==> config.mk <==
export PLATFORM = sky130hd
export DESIGN_NAME = dmx512_slot_receiver
export DESIGN_NICKNAME = d
export VERILOG_FILES = /design/src/hw/rtl/dmx_rx_pkg.sv /design/src/hw/rtl/dmx_rx_in_reg.sv /design/src/hw/rtl/dmx_rx_core.sv /design/src/hw/rtl/dmx512_slot_receiver.sv
export VERILOG_INCLUDE_DIRS = /design/src /design/src/hw/rtl
export SDC_FILE = /design/constraint.sdc
export NUM_CORES = 1
export LEC_CHECK = 0
export BUFFER_PORTS_ARGS = -buffer_cell sky130_fd_sc_hd__buf_4
export CORE_MARGIN = 5
export CORE_UTILIZATION = 39
export DETAILED_ROUTE_END_ITERATION = 8
export PLACE_DENSITY = 0.69
export RECOVER_POWER = 100
export SYNTH_ARGS = -nofsm -noshare
export SYNTH_HDL_FRONTEND = slang
export SYNTH_HIERARCHICAL = 1
export SYNTH_SLANG_ARGS = --single-unit
==> constraint.sdc <==
create_clock -name i_clk -period 3.3 [get_ports i_clk]
set_clock_uncertainty 0.05 [all_clocks]
set_input_delay 0.165 -clock i_clk [delete_from_list [all_inputs] [get_ports i_clk]]
set_output_delay 0.165 -clock i_clk [all_outputs]
set_load 0.05 [all_outputs]
==> src/hw/rtl/dmx512_slot_receiver_macros.svh <==
// ----------------------------------------------------------------------------
// DMX512 slot receiver assertion macros
// Clocked, reset-qualified property shorthands used by the receiver core.
// ----------------------------------------------------------------------------
`ifndef DMX512_SLOT_RECEIVER_MACROS_SVH
`define DMX512_SLOT_RECEIVER_MACROS_SVH

// same-cycle implication
`define DMX_ASSERT_IMP(label, clk, rst_n, ante, cons) \
    label: assert property (@(posedge clk) disable iff (!(rst_n)) (ante) |-> (cons)) \
        else $error("dmx512 slot receiver: implication check failed");

// next-cycle implication
`define DMX_ASSERT_NXT(label, clk, rst_n, ante, cons) \
    label: assert property (@(posedge clk) disable iff (!(rst_n)) (ante) |=> (cons)) \
        else $error("dmx512 slot receiver: next-cycle check failed");

`endif

==> src/hw/rtl/dmx_rx_pkg.sv <==
// ----------------------------------------------------------------------------
// DMX512 slot receiver package
// Shared types, register indexes, reset values and start codes.
// ----------------------------------------------------------------------------
`default_nettype none

package dmx_rx_pkg;

    localparam int SLOT_COUNT_DEF = 8;
    localparam int START_SLOT_MAX = 511;

    localparam int CFG_ADDR_W = 2;
    localparam int CFG_DATA_W = 16;
    localparam int TIME_W     = 16;
    localparam int SLOT_W     = 9;
    localparam int CNT_W      = 10;
    localparam int BYTE_W     = 8;

    localparam logic [TIME_W-1:0] BREAK_MIN_RST  = 16'd80;
    localparam logic [TIME_W-1:0] BREAK_MAX_RST  = 16'd10000;
    localparam logic [TIME_W-1:0] MARK_MIN_RST   = 16'd8;
    localparam logic [SLOT_W-1:0] START_SLOT_RST = 9'd0;

    localparam logic [BYTE_W-1:0] START_CODE_DATA = 8'h00;
    localparam logic [BYTE_W-1:0] START_CODE_TEST = 8'h17;

    localparam logic MODE_TIMER = 1'b0;
    localparam logic MODE_BYTE  = 1'b1;

    localparam logic KIND_DATA = 1'b0;
    localparam logic KIND_TEST = 1'b1;

    typedef enum logic [CFG_ADDR_W-1:0] {
        CFG_BREAK_MIN  = 2'd0,
        CFG_BREAK_MAX  = 2'd1,
        CFG_MARK_MIN   = 2'd2,
        CFG_START_SLOT = 2'd3
    } t_cfg_idx;

    typedef struct packed {
        logic              framing_error;
        logic [BYTE_W-1:0] rx_data;
        logic [TIME_W-1:0] mark_end_capture;
        logic [TIME_W-1:0] break_capture;
        logic              mode;
    } t_in_item;

    typedef struct packed {
        logic              capture_armed;
        logic              start_code_error;
        logic              packet_kind;
        logic              frame_started;
        logic [BYTE_W-1:0] slot_value;
        logic [SLOT_W-1:0] slot_index;
        logic              slot_write;
    } t_out_item;

endpackage

`default_nettype wire

==> src/hw/rtl/dmx_rx_in_reg.sv <==
// ----------------------------------------------------------------------------
// DMX512 input register
// Holds one accepted input transfer until the core stage takes it.
// ----------------------------------------------------------------------------
`default_nettype none

module dmx_rx_in_reg
    import dmx_rx_pkg::*;
(
    input  wire logic     i_clk,
    input  wire logic     i_rst_n,
    input  wire logic     i_valid,
    output logic          o_ready,
    input  wire t_in_item i_item,
    output logic          o_valid,
    input  wire logic     i_ready,
    output t_in_item      o_item
);

    logic     r_valid;
    logic     n_valid;
    t_in_item r_item;

    assign o_ready = !r_valid || i_ready;
    assign o_valid = r_valid;
    assign o_item  = r_item;

    always_comb begin
        n_valid = r_valid;
        if (o_ready) begin
            n_valid = i_valid;
        end
    end

    always_ff @(posedge i_clk) begin
        if (!i_rst_n) begin
            r_valid <= 1'b0;
        end else begin
            r_valid <= n_valid;
        end
    end

    always_ff @(posedge i_clk) begin
        if (o_ready && i_valid) begin
            r_item <= i_item;
        end
    end

endmodule

`default_nettype wire

==> src/hw/rtl/dmx_rx_core.sv <==
// ----------------------------------------------------------------------------
// DMX512 receiver core
// Break qualification, start code decode, slot window and result register.
// ----------------------------------------------------------------------------
`default_nettype none

`include "dmx512_slot_receiver_macros.svh"

module dmx_rx_core
    import dmx_rx_pkg::*;
#(
    parameter int SLOT_COUNT = SLOT_COUNT_DEF
) (
    input  wire logic                  i_clk,
    input  wire logic                  i_rst_n,
    input  wire logic                  i_cfg_we,
    input  wire logic [CFG_ADDR_W-1:0] i_cfg_addr,
    input  wire logic [CFG_DATA_W-1:0] i_cfg_data,
    input  wire logic                  i_valid,
    output logic                       o_ready,
    input  wire t_in_item              i_item,
    output logic                       o_valid,
    input  wire logic                  i_ready,
    output t_out_item                  o_item
);

    localparam int LIMIT_W = $clog2(START_SLOT_MAX + SLOT_COUNT + 1);
    localparam logic [LIMIT_W-1:0] SLOT_COUNT_L = LIMIT_W'(SLOT_COUNT);

    logic [TIME_W-1:0] r_break_min;
    logic [TIME_W-1:0] r_break_max;
    logic [TIME_W-1:0] r_mark_min;
    logic [SLOT_W-1:0] r_start_slot;

    logic              r_reading;
    logic              r_break_seen;
    logic              r_armed;
    logic [CNT_W-1:0]  r_cnt;
    logic              r_error;
    logic              r_kind;

    logic              n_reading;
    logic              n_break_seen;
    logic              n_armed;
    logic [CNT_W-1:0]  n_cnt;
    logic              n_error;
    logic              n_kind;

    logic              r_out_valid;
    logic              n_out_valid;
    t_out_item         r_out;
    t_out_item         n_out;

    logic              load;
    logic [TIME_W-1:0] mab;
    logic [CNT_W-1:0]  start_ext;
    logic [CNT_W-1:0]  cnt_inc;
    logic [LIMIT_W-1:0] limit;

    assign o_ready   = !r_out_valid || i_ready;
    assign load      = i_valid && o_ready;
    assign o_valid   = r_out_valid;
    assign o_item    = r_out;

    assign mab       = i_item.mark_end_capture - i_item.break_capture;
    assign start_ext = CNT_W'(r_start_slot);
    assign cnt_inc   = r_cnt + CNT_W'(1);
    assign limit     = LIMIT_W'(r_start_slot) + SLOT_COUNT_L;

    always_ff @(posedge i_clk) begin
        if (!i_rst_n) begin
            r_break_min  <= BREAK_MIN_RST;
            r_break_max  <= BREAK_MAX_RST;
            r_mark_min   <= MARK_MIN_RST;
            r_start_slot <= START_SLOT_RST;
        end else if (i_cfg_we) begin
            case (t_cfg_idx'(i_cfg_addr))
                CFG_BREAK_MIN:  r_break_min  <= i_cfg_data;
                CFG_BREAK_MAX:  r_break_max  <= i_cfg_data;
                CFG_MARK_MIN:   r_mark_min   <= i_cfg_data;
                CFG_START_SLOT: r_start_slot <= i_cfg_data[SLOT_W-1:0];
                default: ;
            endcase
        end
    end

    always_comb begin
        n_reading    = r_reading;
        n_break_seen = r_break_seen;
        n_armed      = r_armed;
        n_cnt        = r_cnt;
        n_error      = r_error;
        n_kind       = r_kind;
        n_out        = '0;

        if (i_item.mode == MODE_TIMER) begin
            if (r_armed && (i_item.break_capture > r_break_min)
                    && (i_item.break_capture < r_break_max) && (mab > r_mark_min)) begin
                n_break_seen = 1'b1;
                n_armed      = 1'b0;
            end
        end else if (i_item.framing_error) begin
            n_armed = 1'b1;
        end else if (r_reading) begin
            if (r_cnt >= start_ext) begin
                n_out.slot_write = 1'b1;
                n_out.slot_index = SLOT_W'(r_cnt - start_ext);
                n_out.slot_value = i_item.rx_data;
            end
            n_cnt = cnt_inc;
            if (LIMIT_W'(cnt_inc) >= limit) begin
                n_reading = 1'b0;
            end
        end else if (r_break_seen) begin
            n_error             = 1'b0;
            n_cnt               = '0;
            n_break_seen        = 1'b0;
            n_out.frame_started = 1'b1;
            if (i_item.rx_data == START_CODE_DATA) begin
                n_kind    = KIND_DATA;
                n_reading = 1'b1;
            end else if (i_item.rx_data == START_CODE_TEST) begin
                n_kind    = KIND_TEST;
                n_reading = 1'b1;
            end else begin
                n_error = 1'b1;
                n_armed = 1'b1;
            end
        end

        n_out.packet_kind      = n_kind;
        n_out.start_code_error = n_error;
        n_out.capture_armed    = n_armed;

        n_out_valid = r_out_valid;
        if (o_ready) begin
            n_out_valid = i_valid;
        end
    end

    always_ff @(posedge i_clk) begin
        if (!i_rst_n) begin
            r_reading    <= 1'b0;
            r_break_seen <= 1'b0;
            r_armed      <= 1'b1;
            r_cnt        <= '0;
            r_error      <= 1'b1;
            r_kind       <= KIND_DATA;
            r_out_valid  <= 1'b0;
        end else begin
            r_out_valid <= n_out_valid;
            if (load) begin
                r_reading    <= n_reading;
                r_break_seen <= n_break_seen;
                r_armed      <= n_armed;
                r_cnt        <= n_cnt;
                r_error      <= n_error;
                r_kind       <= n_kind;
            end
        end
    end

    always_ff @(posedge i_clk) begin
        if (load) begin
            r_out <= n_out;
        end
    end

    `DMX_ASSERT_IMP(a_write_no_error, i_clk, i_rst_n, r_out_valid && r_out.slot_write, !r_out.start_code_error)
    `DMX_ASSERT_IMP(a_start_no_write, i_clk, i_rst_n, r_out_valid && r_out.frame_started, !r_out.slot_write)
    `DMX_ASSERT_IMP(a_good_start_reads, i_clk, i_rst_n, r_out_valid && r_out.frame_started && !r_out.start_code_error, r_reading && !r_break_seen)
    `DMX_ASSERT_NXT(a_state_holds_idle, i_clk, i_rst_n, !load && !i_cfg_we, $stable(r_cnt) && $stable(r_armed))

endmodule

`default_nettype wire

==> src/hw/rtl/dmx512_slot_receiver.sv <==
// ----------------------------------------------------------------------------
// DMX512 slot receiver
// Qualifies break timing, decodes the start code and emits slot writes.
// ----------------------------------------------------------------------------
// Accepts one transfer per clock while not stalled and returns exactly one result
// transfer for each: the input register holds the transfer, then the receiver
// state is updated and the result is written into the result register. Each
// stage stalls only while it holds a transfer the next stage cannot take. Timer
// captures and received bytes share the input stream, selected by tuser;
// configuration writes take effect at once and belong in idle periods.
`default_nettype none

module dmx512_slot_receiver
    import dmx_rx_pkg::*;
#(
    parameter int SLOT_COUNT = SLOT_COUNT_DEF
) (
    input  wire logic                  i_clk,
    input  wire logic                  i_rst_n,
    input  wire logic                  i_cfg_we,
    input  wire logic [CFG_ADDR_W-1:0] i_cfg_addr,
    input  wire logic [CFG_DATA_W-1:0] i_cfg_data,
    input  wire logic                  s_axis_tvalid,
    output logic                       s_axis_tready,
    // break_capture[15:0], mark_end_capture[31:16], rx_data[39:32]
    input  wire logic [39:0]           s_axis_tdata,
    // mode[0], framing_error[1]
    input  wire logic [1:0]            s_axis_tuser,
    output logic                       m_axis_tvalid,
    input  wire logic                  m_axis_tready,
    // slot_write[0], slot_index[9:1], slot_value[17:10], frame_started[18],
    // start_code_error[19], capture_armed[20], zero[23:21]
    output logic [23:0]                m_axis_tdata,
    // packet_kind[0]
    output logic                       m_axis_tuser
);

    t_in_item  in_item;
    t_in_item  reg_item;
    t_out_item out_item;
    logic      reg_valid;
    logic      core_ready;

    assign in_item.mode             = s_axis_tuser[0];
    assign in_item.framing_error    = s_axis_tuser[1];
    assign in_item.break_capture    = s_axis_tdata[15:0];
    assign in_item.mark_end_capture = s_axis_tdata[31:16];
    assign in_item.rx_data          = s_axis_tdata[39:32];

    dmx_rx_in_reg u_in_reg (
        .i_clk   (i_clk),
        .i_rst_n (i_rst_n),
        .i_valid (s_axis_tvalid),
        .o_ready (s_axis_tready),
        .i_item  (in_item),
        .o_valid (reg_valid),
        .i_ready (core_ready),
        .o_item  (reg_item)
    );

    dmx_rx_core #(
        .SLOT_COUNT (SLOT_COUNT)
    ) u_core (
        .i_clk      (i_clk),
        .i_rst_n    (i_rst_n),
        .i_cfg_we   (i_cfg_we),
        .i_cfg_addr (i_cfg_addr),
        .i_cfg_data (i_cfg_data),
        .i_valid    (reg_valid),
        .o_ready    (core_ready),
        .i_item     (reg_item),
        .o_valid    (m_axis_tvalid),
        .i_ready    (m_axis_tready),
        .o_item     (out_item)
    );

    assign m_axis_tdata = {3'b000,
                           out_item.capture_armed,
                           out_item.start_code_error,
                           out_item.frame_started,
                           out_item.slot_value,
                           out_item.slot_index,
                           out_item.slot_write};
    assign m_axis_tuser = out_item.packet_kind;

endmodule

`default_nettype wire

==> impl_metrics.ini, run 1 <==
[status]
status = finished, violations left
violations = capacitance limit, slew limit, setup timing

[clock_tree]
clockRootBuffer = clkbuf_16
cts_buffer_depth = 2
path_clk_slew_ns = 0.06
htree_num_levels = 4
tritoncts = built
worstSkewPairLatency_ns = 0.43
cts_buffers = 17
cts.sinks = 138

[flow_run]
cap_viol_max_count = 1

[placement]
post-dp-hpwl_um = 13000
portBuffers = 88
placed_cells = 1183
routabilityCongestion = 0.838

[logic_synthesis]
ys.warnings.count = 6
yosys-top-cells-area = edfxtp_1 25%, dfxtp_1 19%, ha_1 13%
yosysTopAreaCellShare_pct = 24.9
synth_ff_type = dfxtp_1
synth.top_cells.by_count = 129 x nand2_1, 84 x inv_1, 83 x ha_1, 74 x dfxtp_1, 64 x edfxtp_1
async_flop_share_pct = 0
ys_seq_area_share_pct = 44.2
ys_ff_latch = 138
synth.avg_cell_area_um2 = 9.48
synth_area_leader_cell = edfxtp_1
synth_edf_count = 64
yosysMostFrequentCell = nand2_1
syn_area_mm2 = 0.00770
synth_cell_type_count = 60
synthCells = 813

[route]
drc = 0
wire_per_inst_um = 13.9
vias = 6214
postRouteAntennaNets = 0
drt_iter0_markers = 304
via_per_inst = 4.85
routed_wl_um = 17800
first_pass_iters = 5

[finish]
fillCellCount = 1770
regArea_mm2 = 0.00340
instances_no_fill = 1280
drive_above_1_share_pct = 15.6
final_nets = 1152
areaGrowthSynthToFinish_pct = 30.8
antennaDiodeCount = 0
multi_input_area_mm2 = 0.00394

[timing]
slew_headroom_pct = -25.6
hold_violations = 0
fmaxAchievable_mhz = 278
finalMaxSlewViolations = 43
rsz0062_at_grt = true
setup_slack_ns = -0.295
tightest_slew_ns = 1.88
setup_viol = 3
post-route-period-util_pct = 109
post-route-min-period_ns = 3.60

[setup_path]
cpMaxStageDelayCell = o41a_1
worst_setup_path_end_kind = register
timing.critical_path.arrival_ns = 3.87
r2r_cells = 16
path_max_fanout = 2
cp-start-kind = register
worstPathRequired_ns = 3.57
cpPeakStageDelay_ns = 0.40
critPathKind = reg -> reg
crit_chain = ha_2 -> fa_2 -> nor2b_2 -> o31a_1 -> o211ai_1 -> a21boi_1 -> o21ai_1 -> a21oi_1 -> xor2_1 -> ha_1 -> nand4_1 -> buf_4 -> a2111oi_4 -> a2111oi_2 -> o41a_1 -> a21o_1

[die]
dieArea_mm2 = 0.0227
rows = 51
io_pins = 92
die_width_um = 151
core_area_mm2 = 0.0195
die_h_um = 151
start_util_pct = 39.6

[grt]
grt_pass1_wl_um = 29600
gr-usage-met1_pct = 20.3
met2_usage_pct = 27.8
grt-busiest-layer = met2
grt_pass1_vias = 6249
grt-ovfl-total = 0
grt_max_degree = 77
grtUsageMet3_pct = 4.18
grt_usage_pct = 16.6
antenna_found_initial = 0

[pwr]
p_leak_nw = 4.05
power_density_mw_per_mm2 = 455
vdd_drop_max_mv = 0.376
power.total_mw = 4.59

[worst_hold_path]
hold_path_depth = 3
min-delay-path-class = in -> reg
[what timing repair did]
action,CTS,global route
hold buffers,59,0
setup endpoints to repair,3,3
pin swaps,7,9
hold endpoints to repair,100,0
buffers inserted,1,6
resized for setup,14,4
[cells in the final DEF, fill, tap and decap left out, types with 27 or more instances in the layout]
master         synthesis  layout
nand2_1              129     129
clkbuf_1              21      30
inv_1                 84      84
o21ai_0               35      34
edfxtp_1              64      64
buf_4                  3      62
a21boi_0              55      55
clkbuf_4               0      42
dlygate4sd3_1          0      59
ha_1                  83      81
nor2_1                30      30
dfxtp_1               74      74
a21oi_1               30      27
[registers in the layout, summed over array words and instances, names as in the netlist]
register	flops
u_core/r_armed	1
u_core/r_break_max	16
u_in_reg/o_valid	1
u_core/r_mark_min	16
u_in_reg/o_item	42
u_core/r_break_min	16
u_core/r_kind	1
u_core/r_start_slot	9
u_core/r_error	1
u_core/r_break_seen	1
u_core/r_reading	1
u_core/o_item	22
u_core/o_valid	1
u_core/r_cnt	10
[worst paths after layout]
path	end	from	slack, ns
max	u_core/r_armed	u_in_reg/o_item[1]	-0.30
min	u_core/o_valid	m_axis_tready	0.09
max reg2reg	u_core/r_armed	u_in_reg/o_item[1]	-0.30
min reg2reg	u_core/r_start_slot[2]	u_core/r_start_slot[2]	0.41
[worst max-delay path, delay by kind of cell, from the launching register on]
kind                     cells  cell delay (ns)
AO/OA/AOI/OAI                9             1.64
XOR/XNOR                     1             0.10
AND/OR/NAND/NOR              2             0.25
buffers and inverters        1             0.16
flip-flops                   1             0.39
adder cells (fa/ha/maj)      3             0.89
[per-stage QoR]
step                setup WS [ns]  hold slack [ns]  setup TNS [ns]  area [um^2]  util (%)
CTS                        -0.289           0.0765          -0.800        10100      52.1
floorplan                  -0.106            0.214          -0.281         7720         -
finish                     -0.295           0.0883          -0.850        10100      51.8
global placement           -0.372            0.293           -1.08         8900      45.7
global route               -0.533            0.110           -1.56        10100      51.8
detailed placement         -0.509            0.294           -1.49         8900      45.7
[where the power goes]
| part | internal [mW] | total (mW) | switching [mW] |
|---|---|---|---|
| clock | 1.20 | 1.93 | 0.730 |
| sequential | 1.86 | 1.90 | 0.0333 |
| combinational | 0.365 | 0.761 | 0.396 |
| total | 3.43 | 4.59 | 1.16 |
[layout make-up]
cell class	count	area share (%)
Clock buffer	22	4.83
Clock inverter	10	1.14
Inverter	85	3.17
Multi-Input combinational cell	568	39.1
Sequential cell	138	33.8
Tap cell	265	3.29
Timing Repair Buffer	192	14.7
[cells by family (layout without fill, tap and decap cells)]
kind of cell	count (synthesis)	after routing	share of synthesized area, %
and+or+nand+nor	271	271	17.2
AOI/OAI and AO/OA	182	182	16.1
DFF	138	138	44.2
buffers and inverters	109	309	5.46
adders and majority gates	85	85	14.0
xor gates and xnor gates	27	27	3.07
other	1	3	0.0487
[metal layers]
metal / vias to the layer above / share of wire [%]
met1: 2845 / 45
met2: 139 / 48
met4: 0 / 2.4
li1: 3199 / -
met5: - / 0
met3: 31 / 5.2
No activity file was read; power rests on OpenSTA's default activity.
==> inputs of run 2 (changes only) <==
SETUP_SLACK_MARGIN = 0.2   (was default)
==> impl_metrics.ini, run 2 (synthesis results as in run 1) <==
[status]
status = finished, violations left
violations = capacitance limit, slew limit, setup timing

[setup_path]
r2r_start = u_in_reg/o_item[3]
path_depth = 16
path_buf_inv = 2
crit_path_start = u_in_reg/o_item[3]
r2r_end = u_core/r_armed
crit_chain = inv_2 -> ha_4 -> nor2b_2 -> o31a_1 -> o211ai_1 -> a21boi_1 -> o21ai_2 -> a21oi_2 -> xor2_1 -> ha_1 -> nand4_1 -> a2111oi_4 -> a2111oi_2 -> buf_4 -> o41a_1 -> a21o_1
crit_path_end = u_core/r_armed
r2r_slack_ns = -0.47
critPathKind = reg -> reg
path_max_fanout = 3
worst_setup_path_end_kind = register
cp-start-kind = register
cpPeakStageDelay_ns = 0.41
cpMaxStageDelayCell = edfxtp_1
r2r_cells = 16
timing.critical_path.arrival_ns = 4.04
crit_family = compound AO/OA/AOI/OAI gates
worstPathRequired_ns = 3.57

[finish]
drive_above_1_share_pct = 16.3
finalInstanceArea_mm2 = 0.0101
final_cell_mix = 129 x nand2_1, 84 x inv_1, 80 x ha_1
areaGrowthSynthToFinish_pct = 31.6
fillCellCount = 1760
regArea_mm2 = 0.00340
mostFrequentLayoutCell = nand2_1
antennaDiodeCount = 0
instances_no_fill = 1281
largest_reg_flops = 42
multi_input_area_mm2 = 0.00400
final_nets = 1153

[route]
routed_wl_um = 17900
drc = 0
vias = 6238
drt_iter0_markers = 317
via_per_inst = 4.87
first_pass_iters = 4
wire_per_inst_um = 14.0
postRouteAntennaNets = 0

[die]
rows = 51
die_width_um = 151
dieArea_mm2 = 0.0227
start_util_pct = 39.6
io_pins = 92
core_area_mm2 = 0.0195
die_h_um = 151

[grt]
grt_usage_pct = 16.5
grt_pass1_wl_um = 29600
grt_max_degree = 77
antenna_found_initial = 0
grt-ovfl-total = 0
grt_pass1_vias = 6250

[clock_tree]
clockRootBuffer = clkbuf_16
cts.sinks = 138
htree_num_levels = 4
cts_buffers = 17
path_clk_slew_ns = 0.06
tritoncts = built
cts_buffer_depth = 2
worstSkewPairLatency_ns = 0.43

[pwr]
p_int_mw = 3.44
power.total_mw = 4.61
seqPwrFrac_pct = 41.1
switching_power_mw = 1.17
p_comb_share_pct = 17.1
power_density_mw_per_mm2 = 455
clock_power_share_pct = 41.8
switching_share_pct = 25.4
vdd_drop_max_mv = 0.374
p_leak_nw = 4.09

[worst_hold_path]
hp-start = m_axis_tready
hold_path_depth = 3
min-delay-path-class = in -> reg

[timing]
post-route-period-util_pct = 114
setup-tns-final_ns = -1.39
setup_viol = 3
finalMaxSlewViolations = 43
tightest_slew_ns = 1.87
rsz0062_at_grt = true
setup_slack_ns = -0.472
hold_violations = 0
fmaxAchievable_mhz = 265
post-route-min-period_ns = 3.77
slew_headroom_pct = -24.6

[placement]
post-dp-hpwl_um = 13000
portBuffers = 88
preCtsSetupSlack_ns = -0.509
routabilityCongestion = 0.838
dpl_cell_area_mm2 = 0.00890
placed_cells = 1183

[flow_run]
cap_viol_max_count = 1
## run 2: cell types whose count changed in the layout (fill, tap and decap cells not counted), sizes merged
| cell | previous run | this run |
|---|---|---|
| buf | 62 | 63 |
## run 2: stage by stage
stage | hold slack, ns | util, %
floorplan | 0.214 | -
global placement | 0.293 | 45.7
detailed placement | 0.294 | 45.7
CTS | 0.0765 | 52.1
global route | 0.110 | 52.1
finish | 0.0909 | 52.1
## run 2: layout make-up
cell class,count,area share [%]
clock buffer,22,4.80
sequential,138,33.6
timing repair buffer,193,14.7
inverter,85,3.15
clock inverter,10,1.14
multi-input combinational,568,39.4
tap,265,3.27
## run 2: worst min-delay path by stage
stage / slack, ns / endpoint
finish: 0.09 / u_core/o_valid
global route: 0.11 / u_core/o_valid
detailed placement: 0.29 / u_in_reg/o_item[26]
floorplan: 0.21 / u_in_reg/o_item[0]
global placement: 0.29 / u_in_reg/o_item[16]
CTS: 0.08 / u_core/o_valid
## run 2: layer usage
layer	GRT usage (%)	part of all wire (%)	vias to the layer above
li1	-	-	3207
met1	20.3	45	2856
met2	27.8	48	145
met3	4.18	5.0	30
met4	6.72	2.4	0
met5	0	0	-
## run 2: repair_timing
item	CTS	global route
pin swaps	6	14
hold buffers	59	0
setup buffers	1	6
setup endpoints to repair	3	3
hold endpoints to repair	100	0
resized for setup	12	16
## run 2: tightest hold or removal path: cells and delay by family
kind | cells | cell delay (ns)
AO/OA/AOI/OAI | 1 | 0.12
buffers and inverters | 1 | 0.07
AND/OR/NAND/NOR | 1 | 0.15
## run 2: power by group through the flow
stage,logic (mW),registers (mW),clock network (mW)
floorplan,0.398,1.96,0
global placement,0.669,1.93,0
detailed placement,0.685,1.93,0
CTS,0.758,1.90,1.96
global route,0.885,1.90,2.04
finish,0.791,1.90,1.93
